===== config.mk =====
export PLATFORM = sky130hd
export DESIGN_NAME = preemptive_priority_scheduler
export DESIGN_NICKNAME = d
export VERILOG_FILES = /design/src/design/pps_pkg.sv /design/src/design/pps_ctrl.sv /design/src/design/pps_datapath.sv /design/src/design/preemptive_priority_scheduler.sv
export SDC_FILE = /design/constraint.sdc
export NUM_CORES = 2
export LEC_CHECK = 0
export ABC_CLOCK_PERIOD_IN_PS = 5550
export BUFFER_PORTS_ARGS = -buffer_cell sky130_fd_sc_hd__buf_2
export CAP_MARGIN = 10
export CORE_MARGIN = 8
export CORE_UTILIZATION = 59
export DETAILED_ROUTE_END_ITERATION = 10
export PLACE_DENSITY = 0.79
export SLEW_MARGIN = 20
export SYNTH_ARGS = -nofsm -noshare
export SYNTH_HDL_FRONTEND = slang
export SYNTH_SLANG_ARGS = --single-unit

===== constraint.sdc =====
create_clock -name clk -period 5.55 [get_ports clk]
set_input_delay 0.2775 -clock clk [delete_from_list [all_inputs] [get_ports clk]]
set_output_delay 0.2775 -clock clk [all_outputs]
set_load 0.05 [all_outputs]

===== src/design/pps_pkg.sv =====
// Shared types, field widths and helpers for the preemptive priority scheduler.
package pps_pkg;

  // Field widths of one input item and one result item
  localparam int FUNC_W  = 1;
  localparam int SLOT_W5 = 5;
  localparam int PRIO_W  = 8;
  localparam int BURST_W = 16;
  localparam int OUT16_W = 16;

  // Stream widths
  localparam int IN_DATA_W  = 32;
  localparam int IN_USER_W  = 1;
  localparam int OUT_DATA_W = 56;

  // Item kinds carried on in_tuser
  localparam logic FUNC_ADD  = 1'b0;
  localparam logic FUNC_TICK = 1'b1;

  // Controller states
  typedef enum logic [2:0] {
    ST_IDLE,
    ST_ADD,
    ST_SCAN,
    ST_FETCH,
    ST_FINISH
  } state_t;

  // Commands from controller to datapath
  typedef struct packed {
    logic load_in;
    logic scan_clr;
    logic scan_step;
    logic fetch;
    logic add_do;
    logic tick_do;
  } cmd_t;

  // Status from datapath to controller
  typedef struct packed {
    logic in_func;
    logic scan_done;
  } status_t;

  // Clamp a time value to the 16-bit result fields
  function automatic logic [OUT16_W-1:0] sat16(input logic [31:0] v);
    logic [OUT16_W-1:0] r;
    r = (v > 32'h0000_FFFF) ? 16'hFFFF : v[OUT16_W-1:0];
    return r;
  endfunction

endpackage


===== src/design/pps_ctrl.sv =====
// Controller state machine: sequences add, slot scan, fetch and result transfer.
module pps_ctrl
  import pps_pkg::*;
(
  input  logic    clk,
  input  logic    rst_n,
  input  logic    in_tvalid,
  output logic    in_tready,
  output logic    out_tvalid,
  input  logic    out_tready,
  input  status_t status,
  output cmd_t    cmd
);

  state_t state_r, state_nxt;
  logic   out_valid_r, out_valid_nxt;
  logic   out_free;

  // Output register can take a new result
  assign out_free   = !out_valid_r || out_tready;
  assign in_tready  = (state_r == ST_IDLE);
  assign out_tvalid = out_valid_r;

  // Next state
  always_comb begin
    state_nxt = state_r;
    unique case (state_r)
      ST_IDLE: begin
        if (in_tvalid) begin
          state_nxt = (status.in_func == FUNC_TICK) ? ST_SCAN : ST_ADD;
        end
      end
      ST_ADD: begin
        if (out_free) state_nxt = ST_IDLE;
      end
      ST_SCAN: begin
        if (status.scan_done) state_nxt = ST_FETCH;
      end
      ST_FETCH: begin
        state_nxt = ST_FINISH;
      end
      ST_FINISH: begin
        if (out_free) state_nxt = ST_IDLE;
      end
      default: state_nxt = ST_IDLE;
    endcase
  end

  // Datapath commands
  always_comb begin
    cmd = '0;
    unique case (state_r)
      ST_IDLE: begin
        cmd.load_in  = in_tvalid;
        cmd.scan_clr = in_tvalid;
      end
      ST_ADD:    cmd.add_do    = out_free;
      ST_SCAN:   cmd.scan_step = !status.scan_done;
      ST_FETCH:  cmd.fetch     = 1'b1;
      ST_FINISH: cmd.tick_do   = out_free;
      default:   cmd = '0;
    endcase
  end

  // Result valid: set on load, cleared once the transfer completes
  always_comb begin
    out_valid_nxt = out_valid_r;
    if (cmd.add_do || cmd.tick_do) begin
      out_valid_nxt = 1'b1;
    end else if (out_tready) begin
      out_valid_nxt = 1'b0;
    end
  end

  always_ff @(posedge clk) begin
    if (!rst_n) begin
      state_r     <= ST_IDLE;
      out_valid_r <= 1'b0;
    end else begin
      state_r     <= state_nxt;
      out_valid_r <= out_valid_nxt;
    end
  end

endmodule


===== src/design/pps_datapath.sv =====
// Datapath: job memories, ready mask, priority scan, time counter and result register.
module pps_datapath
  import pps_pkg::*;
#(
  parameter int SLOTS     = 32,
  parameter int TIME_BITS = 16
) (
  input  logic                  clk,
  input  logic                  rst_n,
  input  logic [IN_DATA_W-1:0]  in_tdata,
  input  logic [IN_USER_W-1:0]  in_tuser,
  input  cmd_t                  cmd,
  output status_t               status,
  output logic [OUT_DATA_W-1:0] out_tdata
);

  localparam int SLOT_W = $clog2(SLOTS);
  localparam int IDX_W  = SLOT_W + 1;

  // Job memories, one entry per slot
  logic [PRIO_W-1:0]    prio_mem  [SLOTS];
  logic [BURST_W-1:0]   burst_mem [SLOTS];
  logic [BURST_W-1:0]   left_mem  [SLOTS];
  logic [TIME_BITS-1:0] arr_mem   [SLOTS];

  logic [SLOTS-1:0]     ready_r;
  logic [TIME_BITS-1:0] time_r;

  // Latched input item
  logic [SLOT_W5-1:0]   slot_r;
  logic [PRIO_W-1:0]    prio_r;
  logic [BURST_W-1:0]   burst_r;

  // Scan state
  logic [IDX_W-1:0]     idx_r;
  logic                 pend_r;
  logic [SLOT_W-1:0]    pend_idx_r;
  logic [PRIO_W-1:0]    prio_rd_r;
  logic                 found_r;
  logic [SLOT_W-1:0]    best_idx_r;
  logic [PRIO_W-1:0]    best_prio_r;

  // Fetched job of the winner
  logic [BURST_W-1:0]   left_rd_r;
  logic [BURST_W-1:0]   burst_rd_r;
  logic [TIME_BITS-1:0] arr_rd_r;

  logic [OUT_DATA_W-1:0] out_data_r;

  logic                 slot_ok;
  logic [SLOT_W-1:0]    slot_idx;
  logic                 add_err;
  logic                 add_wr;
  logic                 issue;
  logic                 better;
  logic [BURST_W-1:0]   left_new;
  logic                 fin;
  logic [TIME_BITS-1:0] t_el;
  logic [31:0]          t32;
  logic [31:0]          burst32;
  logic [OUT16_W-1:0]   tat;
  logic [OUT16_W-1:0]   wt;
  logic [OUT16_W-1:0]   now16;

  assign status.in_func   = in_tuser[0];
  assign status.scan_done = (idx_r == IDX_W'(SLOTS)) && !pend_r;

  // Add decode
  assign slot_ok  = (32'(slot_r) < SLOTS);
  assign slot_idx = SLOT_W'(slot_r);
  assign add_err  = !slot_ok || ready_r[slot_idx];
  assign add_wr   = cmd.add_do && !add_err && (burst_r != '0);

  // Scan compare on the prio value registered at the previous issue
  assign issue  = cmd.scan_step && (idx_r < IDX_W'(SLOTS));
  assign better = pend_r && ready_r[pend_idx_r] && (!found_r || (prio_rd_r < best_prio_r));

  // Tick completion math
  assign left_new = (left_rd_r != '0) ? (left_rd_r - 1'b1) : left_rd_r;
  assign fin      = found_r && (left_new == '0);
  assign t_el     = time_r - arr_rd_r;
  assign t32      = 32'(t_el);
  assign burst32  = 32'(burst_rd_r);
  assign tat      = sat16(t32);
  assign wt       = (t32 > burst32) ? sat16(t32 - burst32) : '0;
  assign now16    = sat16(32'(time_r));

  // Memory write and registered reads
  always_ff @(posedge clk) begin
    if (add_wr) begin
      prio_mem[slot_idx]  <= prio_r;
      burst_mem[slot_idx] <= burst_r;
      left_mem[slot_idx]  <= burst_r;
      arr_mem[slot_idx]   <= time_r;
    end else if (cmd.tick_do && found_r) begin
      left_mem[best_idx_r] <= left_new;
    end
    if (issue) begin
      prio_rd_r <= prio_mem[idx_r[SLOT_W-1:0]];
    end
    if (cmd.fetch) begin
      left_rd_r  <= left_mem[best_idx_r];
      burst_rd_r <= burst_mem[best_idx_r];
      arr_rd_r   <= arr_mem[best_idx_r];
    end
  end

  // Input latch
  always_ff @(posedge clk) begin
    if (cmd.load_in) begin
      slot_r  <= in_tdata[4:0];
      prio_r  <= in_tdata[12:5];
      burst_r <= in_tdata[28:13];
    end
  end

  // Scan control and winner tracking
  always_ff @(posedge clk) begin
    if (!rst_n) begin
      idx_r   <= '0;
      pend_r  <= 1'b0;
      found_r <= 1'b0;
    end else if (cmd.scan_clr) begin
      idx_r   <= '0;
      pend_r  <= 1'b0;
      found_r <= 1'b0;
    end else if (cmd.scan_step) begin
      pend_r <= issue;
      if (issue) idx_r <= idx_r + 1'b1;
      if (better) found_r <= 1'b1;
    end
  end

  always_ff @(posedge clk) begin
    if (issue) pend_idx_r <= idx_r[SLOT_W-1:0];
    if (cmd.scan_clr) begin
      best_idx_r <= '0;
    end else if (cmd.scan_step && better) begin
      best_idx_r  <= pend_idx_r;
      best_prio_r <= prio_rd_r;
    end
  end

  // Ready mask and saturating time counter
  always_ff @(posedge clk) begin
    if (!rst_n) begin
      ready_r <= '0;
      time_r  <= '0;
    end else begin
      if (add_wr) ready_r[slot_idx] <= 1'b1;
      if (cmd.tick_do && fin) ready_r[best_idx_r] <= 1'b0;
      if (cmd.fetch && (time_r != '1)) time_r <= time_r + 1'b1;
    end
  end

  // Result register
  always_ff @(posedge clk) begin
    if (cmd.add_do) begin
      out_data_r <= {now16, 16'd0, 16'd0, 1'b0, 5'd0, 1'b0, add_err};
    end else if (cmd.tick_do) begin
      out_data_r <= {now16,
                     fin ? wt : 16'd0,
                     fin ? tat : 16'd0,
                     fin,
                     found_r ? 5'(best_idx_r) : 5'd0,
                     !found_r,
                     1'b0};
    end
  end

  assign out_tdata = out_data_r;

endmodule


===== src/design/preemptive_priority_scheduler.sv =====
// Top level of the preemptive priority scheduler: controller plus datapath.
//
// Input stream (in_*): one transfer is one item. in_tuser[0] selects the kind:
// 0 adds a job (slot, prio, burst), 1 is a time tick. Every item gives exactly
// one result on the output stream (out_*).
// An add latches the item, then loads its result into the output register in the ADD state.
// A tick scans every slot through the priority memory's single read port, one
// slot per cycle, then reads the winner's record.
// One item is worked on at a time; the next input transfer is taken as soon as
// the previous result is loaded into the output register, even while that
// result still waits for out_tready.
// If the receiver stalls, the block finishes its next item and holds there
// until the waiting result has been taken.
// Reset (rst_n low, synchronous) empties all slots and clears time to zero;
// job records need no clearing since only ready slots' records are ever used.
// Time saturates at 2^TIME_BITS-1; result times saturate at 65535.
module preemptive_priority_scheduler
  import pps_pkg::*;
#(
  parameter int SLOTS     = 32,
  parameter int TIME_BITS = 16
) (
  input  logic                  clk,
  input  logic                  rst_n,
  input  logic                  in_tvalid,
  output logic                  in_tready,
  // slot[4:0], prio[12:5], burst[28:13], zero [31:29]
  input  logic [IN_DATA_W-1:0]  in_tdata,
  // func[0]
  input  logic [IN_USER_W-1:0]  in_tuser,
  output logic                  out_tvalid,
  input  logic                  out_tready,
  // add_error[0], idle[1], ran_slot[6:2], finished[7], turnaround[23:8],
  // waiting[39:24], now_time[55:40]
  output logic [OUT_DATA_W-1:0] out_tdata
);

  cmd_t    cmd;
  status_t status;

  pps_ctrl u_ctrl (
    .clk        (clk),
    .rst_n      (rst_n),
    .in_tvalid  (in_tvalid),
    .in_tready  (in_tready),
    .out_tvalid (out_tvalid),
    .out_tready (out_tready),
    .status     (status),
    .cmd        (cmd)
  );

  pps_datapath #(
    .SLOTS     (SLOTS),
    .TIME_BITS (TIME_BITS)
  ) u_datapath (
    .clk       (clk),
    .rst_n     (rst_n),
    .in_tdata  (in_tdata),
    .in_tuser  (in_tuser),
    .cmd       (cmd),
    .status    (status),
    .out_tdata (out_tdata)
  );

endmodule


[Word level (Yosys, flattened, before mapping)]
Memory sizes are Yosys's and may differ from the RTL's. A register that Yosys moved wholly into a read port is not among the register bits.
Index checks and enable logic that the tools add are counted.
Cells by class
  reductions and logical operators: 34
  muxes and demuxes: 40
  bitwise operators: 5
  order comparisons: 10
  eq/ne operators: 9
  $add $sub $neg: 5
Operators with widths (number)
  $mux 16: 7
  $mux 56: 2
  $mux 32: 3
  $and 32x32->32: 1
  $gt 32x16->1 const B: 1
  $not 32->32: 1
  $or 32x32->32: 1
  $reduce_bool 16->1: 2
  $lt 5x6->1 const B: 3
  $sub 16x16->17: 1
  $add 16x1->16 const B: 1
  $gt 16x16->1: 1
  $gt 16x16->1 const B: 1
  $logic_not 16->1: 1
  $mux 1: 16
  $ne 16x16->1 const B: 1
  $reduce_or 16->1: 1
  $sub 16x1->16 const B: 1
  $sub 16x16->16: 1
  $logic_and 1x1->1: 13
  $pmux 3 s4: 1
  $bmux 1 s5: 2
  $demux 1 s5: 2
  $ge 5x1->1 const B: 2
  other kinds (20): 37
Storage, ports and cells
  memories: 4
  register bits after elaboration: 163
  logic and storage cells: 122
  RAM bits: 1792
  input port bits: 37
  output and inout bits: 58
Memory list
  u_datapath.arr_mem: depth 32, width 16, rd ports 1, clocked after memory_dff 1, write ports 1, line pps_datapath.sv:24  | logic [TIME_BITS-1:0] arr_mem [SLOTS];
  u_datapath.burst_mem: depth 32, width 16, rd ports 1, clocked after memory_dff 1, write ports 1, line pps_datapath.sv:22  | logic [BURST_W-1:0] burst_mem [SLOTS];
  u_datapath.left_mem: depth 32, width 16, rd ports 1, clocked after memory_dff 1, write ports 1, line pps_datapath.sv:23  | logic [BURST_W-1:0] left_mem [SLOTS];
  u_datapath.prio_mem: depth 32, width 8, rd ports 1, clocked after memory_dff 1, write ports 1, line pps_datapath.sv:21  | logic [PRIO_W-1:0] prio_mem [SLOTS];

[Depth between registers and ports, before layout]
  depth after elaboration: 9
  gate-level depth with buffers: 18
  gate-level depth less buffers: 17

[Cells and area by module]
A second synthesis with hierarchy kept.
Second synthesis, totals
  cell total of the unflattened synthesis: 3685
  area, all modules: 77674.5 µm²
Modules (own cells, without submodules)
  pps_datapath: seq. area each 59266.8 µm², area an instance 77438.0 µm², times used 1, cells an instance 3658
  pps_ctrl: seq. area each 80.1 µm², area an instance 236.5 µm², times used 1, cells an instance 27

[Least setup slack after synthesis]
Ideal clock, no wire load.
  path kind: flip-flop to flip-flop
  start point: register u_datapath.time_r[0] (netlist: u_datapath.now16[0])
  end point: register u_datapath.out_data_r[34] (netlist: u_datapath.out_tdata[34])
  data arrival time: 4.513 ns
  path slack: 0.957 ns
  data required time: 5.471 ns
  cell stages (with the launch flop): 18
  setup time: 0.079 ns
  buffers on the path: 1
  period minus slack after synthesis: 4.593 ns
  cells stage by stage: dfxtp_1 > inv_1 > ha_1 > inv_1 > fa_1 > a211oi_1 > o21bai_1 > o2bb2ai_1 > o41ai_1 > or4b_2 > o211ai_1 > ha_1 > nand3_1 > nor2_1 > a211oi_1 > clkbuf_1 > a21oi_1 > a22oi_1
Between the ends
  longest elaborated chain between the ends: 6
  elaborated cells on any way between the ends: 7
  classes of those cells: 2 x add/sub; 2 x order compare; 3 x mux
Ends and longest elaborated chain
  from (decl): line pps_datapath.sv:27  | logic [TIME_BITS-1:0] time_r;
  from (signal assigned): line pps_datapath.sv:152  | if (cmd.fetch && (time_r != '1)) time_r <= time_r + 1'b1;
  $sub 16x16->16 (*): line pps_datapath.sv:81  | assign t_el = time_r - arr_rd_r;
  $sub 16x16->17: line pps_datapath.sv:85  | assign wt = (t32 > burst32) ? sat16(t32 - burst32) : '0;
  $gt 32x16->1: line pps_pkg.sv:48  | r = (v > 32'h0000_FFFF) ? 16'hFFFF : v[OUT16_W-1:0];
  $mux 16: line pps_pkg.sv:48
  $mux 16 (*): line pps_datapath.sv:85
  $mux 16 (*): line pps_datapath.sv:162  | fin ? wt : 16'd0,
  to (signal assigned): line pps_datapath.sv:159  | out_data_r <= {now16, 16'd0, 16'd0, 1'b0, 5'd0, 1'b0, add_err};
  to (signal assigned): line pps_datapath.sv:161  | out_data_r <= {now16,
  to (decl): line pps_datapath.sv:48  | logic [OUT_DATA_W-1:0] out_data_r;
Every way passes the cells marked *; elsewhere a longest branch is shown, timed or not.
A chain may end at the register's enable or synchronous reset.

[Worst setup path in the final report]
  start point: register u_datapath.time_r[1] (netlist: u_datapath.now16[1])
  end point: register u_datapath.out_data_r[25] (netlist: u_datapath.out_tdata[25])
The elaborated chain is that of the path after synthesis.

==> impl_metrics.json <==
{
  "run_status": "finished clean",
  "cts_root_buf": "sky130_fd_sc_hd__clkbuf_16",
  "numCtsBuffers": 191,
  "detail-route-antenna-nets": 0,
  "detail_route.wirelength_mm": 200,
  "critPathLaunchType": "flop",
  "ios": 95,
  "hold_path_startpoint": "out_tready",
  "antenna_found_initial": 9,
  "hold_path_end": "u_ctrl.state_r[1]",
  "die_h_um": 379,
  "via_count_of_the_first_global_routing_pass": 41100,
  "clk_pin_slew_ns": 0.06,
  "synthFlopType": "sky130_fd_sc_hd__edfxtp_1",
  "globalRouteOverflowTotal": 0,
  "max-slew-margin-rel": 0.175,
  "hold_depth": 6,
  "detailroute.via_count": 40900,
  "grt_first_pass_wirelength_mm": 285,
  "routed_via_density": 6.88,
  "core_area_sq_mm": 0.131,
  "min-delay-path-class": "in2reg",
  "initial_utilization": 0.592,
  "post-cts-setup-buffer-count": 0,
  "maximum_number_of_pins_on_one_net_before_global_route_repair": 103,
  "tightestPinTransition_ns": 1.23,
  "synth.cell_area_sq_mm": 0.0776,
  "post_synth_inst_count": 3740,
  "post-route-util": 0.670,
  "final.setup.tns_ns": 0,
  "setup.worst_path.class": "reg2reg",
  "netlist.top_cell.by_area": "sky130_fd_sc_hd__edfxtp_1",
  "ys.warnings.count": 0,
  "final.min_clock_period_ns": 4.70,
  "clock-skew-final_ns": 0.0399,
  "layout.nets": 4106,
  "insertion_delay_of_the_later_clocked_pin_in_the_worst_skew_pair_ns": 0.83,
  "post_synth_xor_area_fraction": 0.00508,
  "synth_enable_flop_cells": 1907,
  "post_syn_area_per_cell_sq_um": 20.8,
  "timing.final.crit_share": 0.846,
  "clock.fmax_mhz": 213,
  "synth_top_area_share": 0.738,
  "ctsHtreeMaxLevel": 4,
  "regToRegEndpoint": "u_datapath.out_tdata[25]",
  "netlist-cell-type-count": 74,
  "die_width_um": 379,
  "muxShareOfSynthArea": 0.142,
  "ctsLongestPathBuffers": 3,
  "ys_seq_elements": 2011,
  "compound_gate_portion_of_the_synthesized_area": 0.0402,
  "cp_cell_sequence": "buf_4 > ha_1 > nor2b_1 > o31ai_1 > a31oi_1 > a21bo_2 > a21oi_1 > xnor2_1 > ha_1 > nand2_1 > o21ai_0 > or3_1 > o21bai_1 > o22ai_1 > o211ai_2 > o21ai_0",
  "post_drt_wl_per_cell_um": 33.7,
  "ys_async_sr_fraction": 0,
  "detailedPlacementHpwl_mm": 105,
  "max_cap_viols": 0,
  "finalSetupViolCount": 0,
  "timing.critical_path.slowest_stage_cell": "sky130_fd_sc_hd__o211ai_2",
  "placer_s_final_routability_congestion_estimate": 0.924,
  "grt_setup_unrepaired": "false",
  "required_ns": 6.21,
  "drt_iter0_drc": 6056,
  "drive_above_1_share": 0.255,
  "postSynthNetCount": 3821,
  "r2r_worst_path_depth": 16,
  "synth_adder_area_share": 0.00741,
  "crit_arrival_ns": 5.35,
  "cts.sinks": 2011,
  "max-vdd-ir-drop_mv": 0.305,
  "r2r_slack_ns": 0.85,
  "grt_usage": 0.277,
  "floorplan.die_area_sq_mm": 0.143,
  "port_buffers": 91,
  "regToRegStartpoint": "u_datapath.now16[1]",
  "area_growth_syn_to_layout_pct": 13.2,
  "main_combinational_cell_family_by_area_after_synthesis": "multiplexers",
  "ys_seq_area_frac": 0.764,
  "post_synth_main_area_contributors": "sky130_fd_sc_hd__edfxtp_1 (74%), sky130_fd_sc_hd__mux4_2 (14%), sky130_fd_sc_hd__dfxtp_1 (2.7%), sky130_fd_sc_hd__a22oi_1 (1.9%), sky130_fd_sc_hd__ha_1 (0.68%)",
  "cts_tree": "done",
  "pre_cts_ws_ns": 0.971,
  "placement_rows": 133,
  "layout_setup_ws_ns": 0.854,
  "leakagePower_uw": 0.0264,
  "cp_max_fanout": 38,
  "cpPeakStageDelay_ns": 0.55,
  "detailedRoute.firstPassIterationCount": 6,
  "finalHoldViolations": 0,
  "cp_capture_type": "flop",
  "drv_slew": 0,
  "synthSimpleGateAreaFrac": 0.0281,
  "power_density_mw_per_mm2": 343,
  "route.detailed.drc": 0
}
power breakdown:
| group | switching, uW | internal [uW] | total, uW |
|---|---|---|---|
| sequential | 132 | 16800 | 16900 |
| clock | 5550 | 6930 | 12500 |
| combinational | 550 | 215 | 766 |
layer usage:
| layer | GRT usage | wire length, um | part of all wire | vias to the layer above |
|---|---|---|---|---|
| li1 | - | - | - | 16200 |
| met1 | 0.363 | 69000 | 0.35 | 20900 |
| met2 | 0.440 | 96300 | 0.48 | 3177 |
| met3 | 0.0797 | 25800 | 0.13 | 567 |
| met4 | 0.116 | 8760 | 0.044 | 4 |
| met5 | 0 | 23 | 0.00012 | - |
what timing repair did:
action	in CTS	in global routing
hold endpoints to repair	31	0
resized for setup	0	0
hold buffers	33	0
critical path: cells and delay by family (launching register included):
kind,cells,cell delay (ns)
AO/OA/AOI/OAI,9,2.45
AND/OR/NAND/NOR,3,0.55
adder cells (fa/ha/maj),2,0.62
flip-flops,1,0.37
buffers and inverters,1,0.37
XOR/XNOR,1,0.17
state kept, by name, indices dropped and copies added (netlist names), 32 cells and up:
| register | flops |
|---|---|
| u_datapath.out_tdata | 56 |
| u_datapath.left_mem | 512 |
| u_datapath.ready_r | 32 |
| u_datapath.prio_mem | 256 |
| u_datapath.burst_mem | 512 |
| u_datapath.arr_mem | 512 |
logic make-up after synthesis:
kind of cell	after synthesis
and+or+nand+nor	431
adders and majority gates	45
muxes	500
xor gates and xnor gates	45
AOI/OAI and AO/OA	456
DFF	2011
buffers and inverters	252
layout by cell type (no fill, tap or decap), drive strengths merged, types with 31 or more instances in the layout:
cell	count
xnor2	31
nand4	63
nor2	137
dlygate4sd3	33
mux4	482
a21oi	70
edfxtp	1907
dfxtp	104
clkbuf	249
clkinv	77
buf	247
a22oi	193
and2	31
o21ai	80
ha	42
nand2	87
inv	69
Yosys cell counts (all sizes together) (60+ instances only):
| master | count |
|---|---|
| buf | 60 |
| inv | 63 |
| nor2 | 137 |
| nand2 | 87 |
| nand4 | 63 |
| o21ai | 80 |
| a22oi | 193 |
| a21oi | 70 |
| dfxtp | 104 |
| clkbuf | 128 |
| edfxtp | 1907 |
| mux4 | 482 |
cell type report:
class | instances | area (sq um)
diodes | 6 | 15.0
clock buffers | 249 | 5060
clock inverters | 96 | 830
fillers | 7927 | 43300
inverters | 64 | 240
multi-input cells | 1477 | 17700
flip-flops and latches | 2011 | 59400
well taps | 1755 | 2200
repair buffers | 280 | 2430
worst max-delay path by stage:
stage                        startpoint                        to  slack, ns  cells after the start
global route        u_datapath.now16[1]  u_datapath.out_tdata[27]       0.51                     16
global placement    u_datapath.now16[0]  u_datapath.out_tdata[25]       0.99                     18
detailed placement  u_datapath.now16[1]  u_datapath.out_tdata[25]       0.97                     16
finish              u_datapath.now16[1]  u_datapath.out_tdata[25]       0.85                     16
floorplan           u_datapath.now16[0]  u_datapath.out_tdata[34]       0.96                     17
CTS                 u_datapath.now16[1]  u_datapath.out_tdata[25]       0.93                     16
through the flow:
stage / hold slack, ns / area [sq um] / power [uW] / instances
6_report: 0.139 / 87900 / 30100 / 5938
5_1_grt: 0.120 / 87900 / 30800 / 5934
4_1_cts: 0.0758 / 87700 / 30200 / 5926
3_5_place_dp: 0.437 / 81500 / 17900 / 5548
3_3_place_gp: 0.428 / 81500 / 17900 / 5548
2_1_floorplan: 0.376 / 77600 / 17600 / 3740
Note: power is estimated with default switching activity, not from simulation.
